<file path="src/tid_pkg.sv">
// Shared types and codes for the TGA image decoder.
// No dependencies; imported by tid_front, tid_back and the top level.
`default_nettype none

package tid_pkg;

    // depth of the queue between the byte parser and the pixel placer
    localparam int TID_QUEUE_DEPTH = 4;

    // result status codes
    localparam logic [1:0] STATUS_PIXEL      = 2'd0;
    localparam logic [1:0] STATUS_BAD_TYPE   = 2'd1;
    localparam logic [1:0] STATUS_BAD_FORMAT = 2'd2;

    // queue item kinds
    localparam logic [1:0] KIND_START = 2'd0;  // new image: colour = {width, height-1}
    localparam logic [1:0] KIND_PIXEL = 2'd1;
    localparam logic [1:0] KIND_FAULT = 2'd2;

    typedef struct packed {
        logic [1:0]  kind;
        logic [1:0]  status;
        logic [31:0] colour;   // {red, green, blue, alpha}
        logic [7:0]  count;
        logic        last;
    } t_item;

endpackage

`default_nettype wire

</file>
<file path="src/tid_front.sv">
// Byte parser: header checks, ID skip, packet headers and pixel assembly.
// Uses tid_pkg; emits at most one queue item per accepted byte.
`default_nettype none

module tid_front
    import tid_pkg::*;
(
    input  wire logic       i_clk,
    input  wire logic       i_rst_n,
    input  wire logic       i_accept,
    input  wire logic [7:0] i_data_byte,
    input  wire logic       i_file_start,
    output logic            o_item_valid,
    output t_item           o_item
);

    localparam logic [2:0] PH_HEADER = 3'd0;
    localparam logic [2:0] PH_IDSKIP = 3'd1;
    localparam logic [2:0] PH_PKTHDR = 3'd2;
    localparam logic [2:0] PH_PIXEL  = 3'd3;
    localparam logic [2:0] PH_DONE   = 3'd4;
    localparam logic [2:0] PH_FAULT  = 3'd5;

    localparam logic [4:0] HDR_LEN   = 5'd18;
    localparam logic [3:0] KIND_RLE  = 4'd10;

    logic [2:0]  r_phase,  n_phase;
    logic [4:0]  r_hidx,   n_hidx;
    logic [7:0]  r_idskip, n_idskip;
    logic [3:0]  r_kind,   n_kind;
    logic [5:0]  r_bpp,    n_bpp;
    logic [15:0] r_width,  n_width;
    logic [15:0] r_height, n_height;
    logic [7:0]  r_pleft,  n_pleft;
    logic        r_is_run, n_is_run;
    logic [7:0]  r_cb [3];
    logic [7:0]  n_cb [3];
    logic [1:0]  r_ci,     n_ci;
    logic        r_type_bad, n_type_bad;
    logic        r_cmap_bad, n_cmap_bad;
    logic        r_size_bad, n_size_bad;
    logic [31:0] r_left,   n_left;     // pixels still to place

    logic [31:0] area;
    logic [7:0]  px_n;
    logic [7:0]  px_clip;
    logic        need4;

    assign area = r_width * r_height;

    always_comb begin
        n_phase    = r_phase;
        n_hidx     = r_hidx;
        n_idskip   = r_idskip;
        n_kind     = r_kind;
        n_bpp      = r_bpp;
        n_width    = r_width;
        n_height   = r_height;
        n_pleft    = r_pleft;
        n_is_run   = r_is_run;
        n_cb       = r_cb;
        n_ci       = r_ci;
        n_type_bad = r_type_bad;
        n_cmap_bad = r_cmap_bad;
        n_size_bad = r_size_bad;
        n_left     = r_left;
        o_item_valid = 1'b0;
        o_item       = '0;
        px_n    = 8'd1;
        px_clip = 8'd1;
        need4   = 1'b0;

        if (i_accept) begin
            if (i_file_start) begin
                n_phase    = PH_HEADER;
                n_hidx     = '0;
                n_idskip   = '0;
                n_kind     = '0;
                n_bpp      = '0;
                n_width    = '0;
                n_height   = '0;
                n_pleft    = '0;
                n_is_run   = 1'b0;
                n_cb       = '{default: 8'd0};
                n_ci       = '0;
                n_type_bad = 1'b0;
                n_cmap_bad = 1'b0;
                n_size_bad = 1'b0;
                n_left     = '0;
            end

            unique case (n_phase)
                PH_HEADER: begin
                    unique case (n_hidx)
                        5'd0:  n_idskip = i_data_byte;
                        5'd1:  n_cmap_bad = (i_data_byte != 8'd0);
                        5'd2: begin
                            n_type_bad = !(i_data_byte == 8'd2 || i_data_byte == 8'd10);
                            n_kind     = i_data_byte[3:0];
                        end
                        5'd12: n_width[7:0]   = i_data_byte;
                        5'd13: n_width[15:8]  = i_data_byte;
                        5'd14: n_height[7:0]  = i_data_byte;
                        5'd15: n_height[15:8] = i_data_byte;
                        5'd16: begin
                            n_size_bad = !(i_data_byte == 8'd24 || i_data_byte == 8'd32);
                            n_bpp      = i_data_byte[5:0];
                        end
                        default: ;
                    endcase
                    n_hidx = n_hidx + 5'd1;
                    if (n_hidx == HDR_LEN) begin
                        if (n_type_bad || n_cmap_bad || n_size_bad) begin
                            o_item_valid  = 1'b1;
                            o_item.kind   = KIND_FAULT;
                            o_item.status = n_type_bad ? STATUS_BAD_TYPE : STATUS_BAD_FORMAT;
                            n_phase       = PH_FAULT;
                        end else if (n_width == 16'd0 || n_height == 16'd0) begin
                            n_phase = PH_DONE;
                        end else if (n_idskip != 8'd0) begin
                            n_phase = PH_IDSKIP;
                        end else begin
                            o_item_valid  = 1'b1;
                            o_item.kind   = KIND_START;
                            o_item.colour = {r_width, r_height - 16'd1};
                            n_ci     = '0;
                            n_is_run = 1'b0;
                            n_pleft  = '0;
                            n_left   = area;
                            n_phase  = (n_kind == KIND_RLE) ? PH_PKTHDR : PH_PIXEL;
                        end
                    end
                end
                PH_IDSKIP: begin
                    n_idskip = n_idskip - 8'd1;
                    if (n_idskip == 8'd0) begin
                        o_item_valid  = 1'b1;
                        o_item.kind   = KIND_START;
                        o_item.colour = {r_width, r_height - 16'd1};
                        n_ci     = '0;
                        n_is_run = 1'b0;
                        n_pleft  = '0;
                        n_left   = area;
                        n_phase  = (n_kind == KIND_RLE) ? PH_PKTHDR : PH_PIXEL;
                    end
                end
                PH_PKTHDR: begin
                    n_is_run = i_data_byte[7];
                    n_pleft  = {1'b0, i_data_byte[6:0]} + 8'd1;
                    n_ci     = '0;
                    n_phase  = PH_PIXEL;
                end
                PH_PIXEL: begin
                    need4 = (n_bpp == 6'd32);
                    if (n_ci != (need4 ? 2'd3 : 2'd2)) begin
                        n_cb[n_ci] = i_data_byte;
                        n_ci       = n_ci + 2'd1;
                    end else begin
                        n_ci = '0;
                        px_n = (n_kind == KIND_RLE && n_is_run) ? n_pleft : 8'd1;
                        if (px_n == 8'd0) begin
                            px_n = 8'd1;
                        end
                        // clip a run to what is left of the image
                        px_clip = ({24'd0, px_n} > n_left) ? n_left[7:0] : px_n;
                        o_item_valid  = 1'b1;
                        o_item.kind   = KIND_PIXEL;
                        o_item.status = STATUS_PIXEL;
                        o_item.colour = {need4 ? n_cb[2] : i_data_byte, n_cb[1], n_cb[0],
                                         need4 ? i_data_byte : 8'hFF};
                        o_item.count  = px_clip;
                        o_item.last   = ({24'd0, px_clip} >= n_left);
                        if (o_item.last) begin
                            n_phase = PH_DONE;
                        end else begin
                            n_left = n_left - {24'd0, px_clip};
                            if (n_kind == KIND_RLE) begin
                                if (n_is_run) begin
                                    n_phase = PH_PKTHDR;
                                end else begin
                                    n_pleft = n_pleft - 8'd1;
                                    if (n_pleft == 8'd0) begin
                                        n_phase = PH_PKTHDR;
                                    end
                                end
                            end
                        end
                    end
                end
                default: ;  // done or fault: bytes dropped until file start
            endcase
        end
    end

    always_ff @(posedge i_clk) begin
        if (!i_rst_n) begin
            r_phase    <= PH_HEADER;
            r_hidx     <= '0;
            r_idskip   <= '0;
            r_kind     <= '0;
            r_bpp      <= '0;
            r_width    <= '0;
            r_height   <= '0;
            r_pleft    <= '0;
            r_is_run   <= 1'b0;
            r_cb       <= '{default: 8'd0};
            r_ci       <= '0;
            r_type_bad <= 1'b0;
            r_cmap_bad <= 1'b0;
            r_size_bad <= 1'b0;
            r_left     <= '0;
        end else begin
            r_phase    <= n_phase;
            r_hidx     <= n_hidx;
            r_idskip   <= n_idskip;
            r_kind     <= n_kind;
            r_bpp      <= n_bpp;
            r_width    <= n_width;
            r_height   <= n_height;
            r_pleft    <= n_pleft;
            r_is_run   <= n_is_run;
            r_cb       <= n_cb;
            r_ci       <= n_ci;
            r_type_bad <= n_type_bad;
            r_cmap_bad <= n_cmap_bad;
            r_size_bad <= n_size_bad;
            r_left     <= n_left;
        end
    end

endmodule

`default_nettype wire

</file>
<file path="src/tid_fifo.sv">
// Small register queue between the parser and the pixel placer.
// Generic width and depth; no package dependency.
`default_nettype none

module tid_fifo #(
    parameter int WIDTH = 8,
    parameter int DEPTH = 4
) (
    input  wire logic             i_clk,
    input  wire logic             i_rst_n,
    input  wire logic             i_wr,
    input  wire logic [WIDTH-1:0] i_wdata,
    output logic                  o_full,
    input  wire logic             i_rd,
    output logic                  o_valid,
    output logic [WIDTH-1:0]      o_rdata
);

    localparam int PW = (DEPTH > 1) ? $clog2(DEPTH) : 1;
    localparam int CW = $clog2(DEPTH + 1);
    localparam logic [PW-1:0] LAST_PTR = PW'(DEPTH - 1);
    localparam logic [CW-1:0] FULL_CNT = CW'(DEPTH);

    logic [WIDTH-1:0] r_mem [DEPTH];
    logic [PW-1:0]    r_wptr, r_rptr;
    logic [CW-1:0]    r_count;
    logic             do_wr, do_rd;

    assign o_full  = (r_count == FULL_CNT);
    assign o_valid = (r_count != '0);
    assign o_rdata = r_mem[r_rptr];
    assign do_wr   = i_wr && !o_full;
    assign do_rd   = i_rd && o_valid;

    always_ff @(posedge i_clk) begin
        if (do_wr) begin
            r_mem[r_wptr] <= i_wdata;
        end
    end

    always_ff @(posedge i_clk) begin
        if (!i_rst_n) begin
            r_wptr  <= '0;
            r_rptr  <= '0;
            r_count <= '0;
        end else begin
            if (do_wr) begin
                r_wptr <= (r_wptr == LAST_PTR) ? '0 : r_wptr + PW'(1);
            end
            if (do_rd) begin
                r_rptr <= (r_rptr == LAST_PTR) ? '0 : r_rptr + PW'(1);
            end
            if (do_wr && !do_rd) begin
                r_count <= r_count + CW'(1);
            end else if (do_rd && !do_wr) begin
                r_count <= r_count - CW'(1);
            end
        end
    end

    // the parser never offers an item unless the queue has room
    a_no_overflow: assert property (@(posedge i_clk) disable iff (!i_rst_n)
        i_wr |-> !o_full)
        else $error("queue written while full");

    a_count_bound: assert property (@(posedge i_clk) disable iff (!i_rst_n)
        r_count <= FULL_CNT)
        else $error("queue count out of range");

endmodule

`default_nettype wire

</file>
<file path="src/tid_back.sv">
// Pixel placer: tracks buffer row/column and drives the result register.
// Uses tid_pkg; long runs divide the column offset by width, one bit a cycle.
`default_nettype none

module tid_back
    import tid_pkg::*;
(
    input  wire logic        i_clk,
    input  wire logic        i_rst_n,
    input  wire logic        i_item_valid,
    input  wire t_item       i_item,
    output logic             o_item_take,
    input  wire logic        i_pop,
    output logic             o_empty,
    output logic [1:0]       o_status,
    output logic [15:0]      o_pixel_row,
    output logic [15:0]      o_pixel_column,
    output logic [7:0]       o_red,
    output logic [7:0]       o_green,
    output logic [7:0]       o_blue,
    output logic [7:0]       o_alpha,
    output logic [7:0]       o_repeat_count,
    output logic             o_image_last
);

    logic        r_ovalid;
    logic [15:0] r_row, r_col, r_w;
    logic        r_busy;
    logic [16:0] r_rem;
    logic [7:0]  r_q;
    logic [2:0]  r_bit;

    logic        slot_free;
    logic        load_out;
    logic [16:0] sum;
    logic [16:0] sum_less_w;
    logic [24:0] w_shift;
    logic [16:0] n_rem;
    logic [7:0]  n_q;

    assign slot_free   = !r_ovalid || i_pop;
    assign o_item_take = i_item_valid && !r_busy && slot_free;
    assign o_empty     = !r_ovalid;
    // pixel and fault items fill the result register; a start item does not
    assign load_out    = o_item_take &&
                         (i_item.kind == KIND_PIXEL || i_item.kind == KIND_FAULT);

    assign sum        = {1'b0, r_col} + {9'd0, i_item.count};
    assign sum_less_w = sum - {1'b0, r_w};

    // one restoring division step
    always_comb begin
        w_shift = {9'd0, r_w} << r_bit;
        n_rem   = r_rem;
        n_q     = r_q;
        if ({8'd0, r_rem} >= w_shift) begin
            n_rem        = r_rem - w_shift[16:0];
            n_q[r_bit]   = 1'b1;
        end
    end

    always_ff @(posedge i_clk) begin
        if (!i_rst_n) begin
            r_ovalid <= 1'b0;
            r_busy   <= 1'b0;
        end else begin
            if (r_busy) begin
                r_rem <= n_rem;
                r_q   <= n_q;
                r_bit <= r_bit - 3'd1;
                if (r_bit == 3'd0) begin
                    r_busy <= 1'b0;
                    r_col  <= n_rem[15:0];
                    r_row  <= r_row - {8'd0, n_q};
                end
            end

            if (load_out) begin
                r_ovalid <= 1'b1;
            end else if (i_pop && r_ovalid) begin
                r_ovalid <= 1'b0;
            end

            if (o_item_take) begin
                unique case (i_item.kind)
                    KIND_START: begin
                        r_w   <= i_item.colour[31:16];
                        r_row <= i_item.colour[15:0];
                        r_col <= '0;
                    end
                    KIND_PIXEL: begin
                        o_status       <= STATUS_PIXEL;
                        o_pixel_row    <= r_row;
                        o_pixel_column <= r_col;
                        {o_red, o_green, o_blue, o_alpha} <= i_item.colour;
                        o_repeat_count <= i_item.count;
                        o_image_last   <= i_item.last;
                        if (!i_item.last) begin
                            if (sum < {1'b0, r_w}) begin
                                r_col <= sum[15:0];
                            end else if (sum_less_w < {1'b0, r_w}) begin
                                r_col <= sum_less_w[15:0];
                                r_row <= r_row - 16'd1;
                            end else begin
                                // run spans several rows
                                r_busy <= 1'b1;
                                r_rem  <= sum;
                                r_q    <= '0;
                                r_bit  <= 3'd7;
                            end
                        end
                    end
                    KIND_FAULT: begin
                        o_status       <= i_item.status;
                        o_pixel_row    <= '0;
                        o_pixel_column <= '0;
                        {o_red, o_green, o_blue, o_alpha} <= '0;
                        o_repeat_count <= '0;
                        o_image_last   <= 1'b0;
                    end
                    default: ;
                endcase
            end
        end
    end

    // a multi-row run only happens for images narrower than a run
    a_div_narrow: assert property (@(posedge i_clk) disable iff (!i_rst_n)
        r_busy |-> (r_w < 16'd128 && r_w != 16'd0))
        else $error("division started on a wide image");

    a_div_blocks: assert property (@(posedge i_clk) disable iff (!i_rst_n)
        r_busy |-> !o_item_take)
        else $error("queue item taken during division");

endmodule

`default_nettype wire

</file>
<file path="src/tga_image_decoder.sv">
// Top level of the TGA true-colour decoder: parser, queue, pixel placer.
// Uses tid_pkg, tid_front, tid_fifo and tid_back.
`default_nettype none

// Channel   Direction  Handshake               Payload
// -------   ---------  ---------------------   ---------------------------------------
// bytes     in         push / full             i_data_byte, i_file_start
// results   out        empty / pop             o_status, o_pixel_row, o_pixel_column,
//                                              o_red/green/blue/alpha, o_repeat_count,
//                                              o_image_last
//
// One file byte is taken per cycle while full is low; the parser updates its
// counters in the accepting cycle and posts at most one transaction into the queue.
// A result is in the output register the cycle after its item leaves the queue.
// A run that wraps past the next row keeps the placer busy for an 8-step
// divide of the column offset by the width; the queue absorbs this.
// full rises only when the queue is full; a stalled pop stalls the placer, and bytes once the queue fills.
// Synchronous active-low reset; no clearing pass is needed.

module tga_image_decoder
    import tid_pkg::*;
#(
    parameter int QUEUE_DEPTH = TID_QUEUE_DEPTH
) (
    input  wire logic        i_clk,
    input  wire logic        i_rst_n,
    input  wire logic        push,
    output logic             full,
    input  wire logic [7:0]  i_data_byte,
    input  wire logic        i_file_start,
    output logic             empty,
    input  wire logic        pop,
    output logic [1:0]       o_status,
    output logic [15:0]      o_pixel_row,
    output logic [15:0]      o_pixel_column,
    output logic [7:0]       o_red,
    output logic [7:0]       o_green,
    output logic [7:0]       o_blue,
    output logic [7:0]       o_alpha,
    output logic [7:0]       o_repeat_count,
    output logic             o_image_last
);

    logic  accept;
    logic  front_valid;
    t_item front_item;
    logic  q_valid;
    t_item q_item;
    logic  q_take;

    assign accept = push && !full;

    tid_front u_front (
        .i_clk        (i_clk),
        .i_rst_n      (i_rst_n),
        .i_accept     (accept),
        .i_data_byte  (i_data_byte),
        .i_file_start (i_file_start),
        .o_item_valid (front_valid),
        .o_item       (front_item)
    );

    // the parser posts only on an accepted byte, and bytes are refused when full
    tid_fifo #(
        .WIDTH ($bits(t_item)),
        .DEPTH (QUEUE_DEPTH)
    ) u_queue (
        .i_clk   (i_clk),
        .i_rst_n (i_rst_n),
        .i_wr    (front_valid),
        .i_wdata (front_item),
        .o_full  (full),
        .i_rd    (q_take),
        .o_valid (q_valid),
        .o_rdata (q_item)
    );

    tid_back u_back (
        .i_clk          (i_clk),
        .i_rst_n        (i_rst_n),
        .i_item_valid   (q_valid),
        .i_item         (q_item),
        .o_item_take    (q_take),
        .i_pop          (pop),
        .o_empty        (empty),
        .o_status       (o_status),
        .o_pixel_row    (o_pixel_row),
        .o_pixel_column (o_pixel_column),
        .o_red          (o_red),
        .o_green        (o_green),
        .o_blue         (o_blue),
        .o_alpha        (o_alpha),
        .o_repeat_count (o_repeat_count),
        .o_image_last   (o_image_last)
    );

endmodule

`default_nettype wire
</file>
<file path="config.mk">
export PLATFORM = sky130hd
export DESIGN_NAME = tga_image_decoder
export DESIGN_NICKNAME = d
export VERILOG_FILES = /design/src/tid_pkg.sv /design/src/tid_front.sv /design/src/tid_fifo.sv /design/src/tid_back.sv /design/src/tga_image_decoder.sv
export SDC_FILE = /design/constraint.sdc
export NUM_CORES = 2
export LEC_CHECK = 0
export ABC_CLOCK_PERIOD_IN_PS = 21700
export BUFFER_PORTS_ARGS = -buffer_cell sky130_fd_sc_hd__buf_4
export CAP_MARGIN = 30
export CORE_MARGIN = 1
export CORE_UTILIZATION = 69
export DETAILED_ROUTE_END_ITERATION = 10
export PLACE_DENSITY = 0.95
export SYNTH_ARGS = -nofsm -noshare
export SYNTH_HDL_FRONTEND = slang
export SYNTH_SLANG_ARGS = --single-unit
</file>
<file path="constraint.sdc">
create_clock -name i_clk -period 21.7 [get_ports i_clk]
set_input_delay 3.255 -clock i_clk [delete_from_list [all_inputs] [get_ports i_clk]]
set_output_delay 3.255 -clock i_clk [all_outputs]
set_load 0.05 [all_outputs]
</file>
### Yosys cells after proc, flatten, opt, wreduce, memory -nomap -nowiden

Memories as Yosys holds them, arrays and structs flattened. A register that Yosys moved wholly into a read port is not among the register bits.
Cells that the tools add are included.

| cells by class | value |
|---|---|
| reduce and logical (&&, ||, !) cells | 43 |
| $lt $le $gt $ge | 9 |
| multiplexer cells | 204 |
| equality and inequality tests | 24 |
| multiply operators | 1 |
| bitwise operators | 2 |
| shifts and indexed selects | 1 |
| add/sub/neg operators | 17 |

Operators by type and width:

| kind | count |
|---|---|
| two-way mux 32 bit | 13 |
| two-way mux 8 bit | 44 |
| two-way mux 16 bit | 16 |
| case mux 32 bit (3 select lines) | 2 |
| case mux 16 bit (2 select lines) | 4 |
| two-way mux 17 bit | 7 |
| two-way mux 24 bit | 4 |
| case mux 8 bit (2 select lines) | 6 |
| two-way mux 3 bit | 20 |
| two-way mux 45 bit | 1 |
| two-way mux 1 bit | 44 |
| two-way mux 44 bit | 1 |
| two-way mux 36 bit | 1 |
| less-than comparator 17 x 16 -> 1 bit | 2 |
| >= comparator 8 x 32 -> 1 bit | 1 |
| > comparator 8 x 32 -> 1 bit | 1 |
| zero test 16 bit | 2 |
| multiplier 16 x 16 -> 32 bit | 1 |
| case mux 8 bit (4 select lines) | 1 |
| subtractor 16 x 1 -> 16 bit, second input constant | 2 |
| subtractor 32 x 8 -> 32 bit | 1 |
| two-way mux 2 bit | 15 |
| >= comparator 17 x 25 -> 1 bit | 1 |
| left shift 16 x 3 -> 25 bit | 1 |
| other kinds (55) | 110 |

| word-level totals | value |
|---|---|
| output and inout port bits | 77 |
| memories kept | 1 |
| memory bits (writable) | 180 |
| flip-flop bits (word level) | 288 |

Memories:

| name | depth | width | read ports | clocked after Yosys merged registers in | write ports | line | text |
|---|---|---|---|---|---|---|---|
| u_queue.r_mem | 4 | 45 | 1 | 1 | 1 | tid_fifo.sv:24 | `logic [WIDTH-1:0] r_mem [DEPTH];` |

### Logic depth before layout (Yosys ltp)

| depth | value |
|---|---|
| word-level depth | 20 |
| mapped depth | 30 |

### Cells and area by module

A second synthesis with hierarchy kept.

| unflattened totals | value |
|---|---|
| cell total of the unflattened synthesis | 3678 |
| area, all modules | 35496.5 µm² |

Modules (own cells, without submodules):

| module | seq. area each (µm²) | area an instance (µm²) | times used | cells each |
|---|---|---|---|---|
| tid_front | 2562.5 | 17674.5 | 1 | 2281 |
| tid_back | 4574.4 | 10772.8 | 1 | 1110 |
| tid_fifo | 5585.4 | 7035.5 | 1 | 286 |
| tga_image_decoder | 0.0 | 13.8 | 1 | 1 |

### Worst setup path before layout

OpenSTA, ideal clock, no wires.

| timing | value |
|---|---|
| kind | input to register |
| from | input i_file_start |
| to | register u_front.r_left[19] |
| data required time | 21584 ps |
| path buffers | 7 |
| stages on the path | 28 |
| data arrival time | 8454 ps |
| setup slack | 13130 ps |
| setup time | 116 ps |
| path through | buf_2 clkbuf_1 buf_2 clkbuf_1 clkbuf_1 buf_1 nor2_1 inv_1 ha_1 a21o_1 a21o_1 a21oi_1 o21ai_0 o211a_1 buf_2 nor2_1 a21oi_1 ha_1 fa_1 nor2b_1 o21ai_0 a21oi_1 o21bai_1 a21o_2 o31a_1 a211oi_2 o211ai_1 a31o_2 |

| between the ends | value |
|---|---|
| longest elaborated chain between the ends | 16 |

RTL lines:

| item | line | text |
|---|---|---|
| start: declaration | tga_image_decoder.sv:30 | `input wire logic i_file_start,` |
| two-way mux 4 bit | tid_front.sv:74 | `if (i_file_start) begin` |
| two-way mux 4 bit | tid_front.sv:73 | `if (i_accept) begin` |
| == test 4 bit | tid_front.sv:160 | `px_n = (n_kind == KIND_RLE && n_is_run) ? n_pleft : 8'd1;` |
| logical AND 1 bit | tid_front.sv:160 |  |
| two-way mux 8 bit | tid_front.sv:160 |  |
| zero test 8 bit | tid_front.sv:161 | `if (px_n == 8'd0) begin` |
| two-way mux 8 bit | tid_front.sv:161 |  |
| two-way mux 8 bit | tid_front.sv:155 | `if (n_ci != (need4 ? 2'd3 : 2'd2)) begin` |
| two-way mux 8 bit | tid_front.sv:92 | `unique case (n_phase)` |
| two-way mux 8 bit | tid_front.sv:73 |  |
| > comparator 8 x 32 -> 1 bit | tid_front.sv:165 | `px_clip = ({24'd0, px_n} > n_left) ? n_left[7:0] : px_n;` |
| two-way mux 8 bit | tid_front.sv:165 |  |
| subtractor 32 x 8 -> 32 bit / >= comparator 8 x 32 -> 1 bit (equally long branches) | tid_front.sv:176, tid_front.sv:172 |  |
| two-way mux 32 bit | tid_front.sv:173 | `if (o_item.last) begin` |
| two-way mux 32 bit | tid_front.sv:155 |  |
| case mux 32 bit (3 select lines) (*) | tid_front.sv:92 |  |
| end signal: assignment | tid_front.sv:227 | `r_left <= n_left;` |
| end: declaration | tid_front.sv:42 | `logic [31:0] r_left, n_left;` |

Every way passes the cells marked *; elsewhere a longest branch is shown, timed or not. The select of a mux whose other input is x is not followed.
A chain may end at the register's enable or synchronous reset.

### Worst setup path in the final report

Ends and elaborated chain as after synthesis.

==> run_results.csv <==
group,metric,value,unit
job,max-cap-violations,0,
timing,slew_headroom,23.1,%
synthesis,synth-seq-cells,470,
synthesis,async_flop_share,0,%
route,vias_per_cell,6.89,
timing,setup_violations,0,
power,cellLeakagePower,15.5,nW
cts,cts_setup_buffers,0,
worst_setup_path,worstReg2RegEnd,"u_back.r_row[8]",
cts,cts.sinks,470,
timing,rsz0062_at_grt,"false",
global_routing,grt_pass1_vias,29718,
hold_path,hold_path_class,"register to register",
layout,num-nets-final,4050,
global_routing,grt_max_degree,107,
worst_setup_path,startpoint,"i_file_start",
worst_setup_path,cp.depth,22,
synthesis,synthFlopType,"edfxtp_1",
cts,cts_tree,"yes",
layout,diodes,0,
worst_setup_path,crit_type,"input port to register",
timing,finalMaxSlewViolations,0,
cts,tritoncts.num_buffers,52,
layout,fillerInstances,3243,
worst_setup_path,crit_family,"compound AO/OA/AOI/OAI gates",
timing,min_period,8.84,ns
route,final_antenna_net_count,0,
die,rows,83,
timing,tightest_slew,1.15,ns
timing,hold_viol,0,
die,die_h,230,um
timing,finClkSkew,0.0525,ns
synthesis,synth_top_family_by_area,"adder cells",
synthesis,avgSynthCellArea,9.80,um^2
worst_setup_path,cp_slowest_cell,"clkinv_1",
worst_setup_path,crit_path_end_kind,"register",
cts,clk_pin_slew,0.07,ns
route,drt_wl_total,104000,um
worst_setup_path,arrival,9.35,ns
global_routing,grt_util_all_layers,39.3,%
timing,tns,0,ns
route,wl_per_cell,23.9,um
cts,post_cts_resized,0,
cts,htreeDepth,2,
die,die_w,230,um
worst_setup_path,critPathCapture,"u_front.r_left[19]",
layout,final_util,75.5,%
placed_design,dp_hpwl,70900,um
synthesis,synthSimpleGateAreaFrac,16.9,%
die,core-area,0.0512,mm^2
cts,ctsHoldBuffers,0,
synthesis,synth_enable_flop_cells,331,
die,start_util,69.8,%
global_routing,antenna_found_initial,2,
timing,fin_crit_sh,40.7,%
worst_setup_path,crit_buf_inv,3,
synthesis,synth_mux_area_share,5.15,%
synthesis,synth-xor-area-share,2.89,%
synthesis,syn-num-nets,4069,
die,die_area,0.0527,mm^2
cts,insertion_delay,0.63,ns
die,num_io_pins,90,
placed_design,portBuffers,89,
layout,syn2layout_area_growth,8.15,%
synthesis,synthAdderAreaFrac,18.7,%
worst_setup_path,cp.required,22.22,ns
worst_setup_path,crit_fanout,40,
route,drt-pass1-iter-count,8,
worst_setup_path,reg2reg_setup_slack,13.30,ns
route,drc,0,
worst_setup_path,ff2ff_path_depth,26,
route,vias,29955,
worst_setup_path,critical_path.cell_chain,"buf_4, clkinv_1, buf_4, and3_1, ha_1, o21ai_0, nand2b_1, a21oi_1, o21ai_0, o211a_1, nor2_1, a21oi_1, ha_1, nor2b_1, o31a_1, o311ai_0, nand4bb_1, a21o_2, o31a_1, a211oi_2, o211ai_1, a31o_2",
synthesis,synth_cells,3643,
synthesis,syn_area,0.0357,mm^2
cts,cts_buffer_depth,3,
timing,fmax,113,MHz
route,drtIter0Drc,3702,
worst_setup_path,cp-start-kind,"input port",
cts,cts_root_buf,"clkbuf_16",
global_routing,grt-ovfl-total,0,
power,ir_drop,0.152,mV
synthesis,ys_types,107,
power,p_per_area,110,mW/mm^2
synthesis,synth_compound_area_share,14.6,%
worst_setup_path,critPathMaxStageDelay,0.81,ns
synthesis,ys_seq_area_share,35.6,%
synthesis,synth-warning-count,0,
global_routing,grt_pass1_wl,161000,um
run_status,status,"completed",
layout,layout-drive-gt1-share,9.54,%
placed_design,gp_congestion,1.00,
-- metrics by stage --
step / power [mW] / hold slack, ns / cell area (um^2) / instances / setup slack, ns
floorplan: 2.72 / 0.435 / 35700 / 3643 / 13.13
global placement: 3.17 / 0.476 / 36700 / 4241 / 12.53
global route: 4.43 / 0.511 / 38600 / 4348 / 12.48
finish: 4.26 / 0.496 / 38600 / 4348 / 12.86
CTS: 4.19 / 0.492 / 38600 / 4345 / 13.01
detailed placement: 3.23 / 0.483 / 36800 / 4247 / 12.42
-- power breakdown --
group | internal (mW) | switching [mW]
clock | 0.543 | 0.388
sequential | 1.12 | 0.129
combinational | 0.768 | 1.31
-- layer usage --
metal	vias up	wire length (um)	track usage (%)
met2	2249	48200	64.2
met5	-	14	0
met4	2	9140	28.5
met1	14154	35100	45.7
met3	730	11500	8.80
li1	12820	-	-
-- worst min-delay path by stage --
stage | startpoint | end | slack [ns] | depth (start not counted)
detailed placement | u_front.r_left[6] | u_front.r_left[6] | 0.48 | 2
floorplan | u_front.r_left[6] | u_front.r_left[6] | 0.44 | 2
global route | u_front.r_left[6] | u_front.r_left[6] | 0.51 | 2
CTS | u_front.r_left[6] | u_front.r_left[6] | 0.49 | 2
finish | u_front.r_left[6] | u_front.r_left[6] | 0.50 | 2
global placement | u_front.r_left[6] | u_front.r_left[6] | 0.48 | 2
-- kinds of logic after synthesis --
logic type,count (synthesis)
xor+xnor,118
fa+ha+maj,413
buf+inv,562
compound gates,768
simple gates,1197
flops,470
mux,115
-- tightest hold or removal path: stages, from the launching register on --
cell     delay (ns)
dfxtp_1        0.30
inv_1          0.08
o22ai_1        0.07
-- layout by cell type, fill, tap and decap left out, drive strengths merged, types with 114 or more instances in the layout --
cell type / n
nand2: 383
inv: 351
edfxtp: 331
nor2: 216
ha: 213
fa: 200
nor2b: 175
a21oi: 171
o21ai: 158
buf: 140
dfxtp: 139
and2: 114
-- area by class of cell --
cell class,count,area (um^2),share of cell area (%)
Clock buffer,66,1440,3.72
Clock inverter,32,348,0.900
Inverter,348,1310,3.38
Multi-Input combinational cell,2611,20800,54.0
Sequential cell,470,12700,32.9
Tap cell,680,851,2.20
Timing Repair Buffer,141,1110,2.89
-- synth_stat cells (8+ instances only) --
cell type	instances	share of area, %
or2_2	11	0.19
and3_1	28	0.49
o221ai_1	22	0.54
nor2b_1	175	3.1
o21ai_0	145	2.0
xor2_1	54	1.3
mux4_2	53	3.3
or3_1	20	0.35
nor2_1	215	2.3
a21o_1	36	0.76
nand4_1	19	0.33
or4_1	12	0.25
a211oi_1	25	0.53
o21ai_1	10	0.14
a21oi_1	169	2.4
nand2_1	381	4.0
o21a_1	22	0.46
a221oi_1	10	0.25
xnor2_1	64	1.6
nor4_1	24	0.42
o21bai_1	8	0.17
o311ai_0	9	0.22
a21boi_0	21	0.44
ha_1	213	7.5
nor3b_1	13	0.27
o22ai_1	22	0.39
edfxtp_1	331	28
nand2b_1	19	0.33
buf_1	24	0.25
inv_1	345	3.6
a22oi_1	99	2.1
nand3b_1	8	0.17
a31oi_1	29	0.51
mux2i_1	56	1.6
o211a_1	10	0.28
dfxtp_1	139	7.8
o211ai_1	27	0.57
nor3_1	76	1.1
nand3_1	45	0.63
buf_2	24	0.34
fa_1	200	11
and2_1	112	2.0
clkbuf_1	160	1.7
-- sequential cells by signal, summed over array words and instances, names as in the netlist, 16 cells and up, named ones only --
register               flops
u_queue.r_mem            180
u_back.r_rem              17
u_front.r_cb              24
u_back.o_pixel_column     16
u_back.r_col              16
u_back.r_w                16
u_front.r_height          16
u_front.r_left            32
u_front.r_width           16
u_back.o_pixel_row        16
u_back.r_row              16
Power figures use the tool's default switching activity.
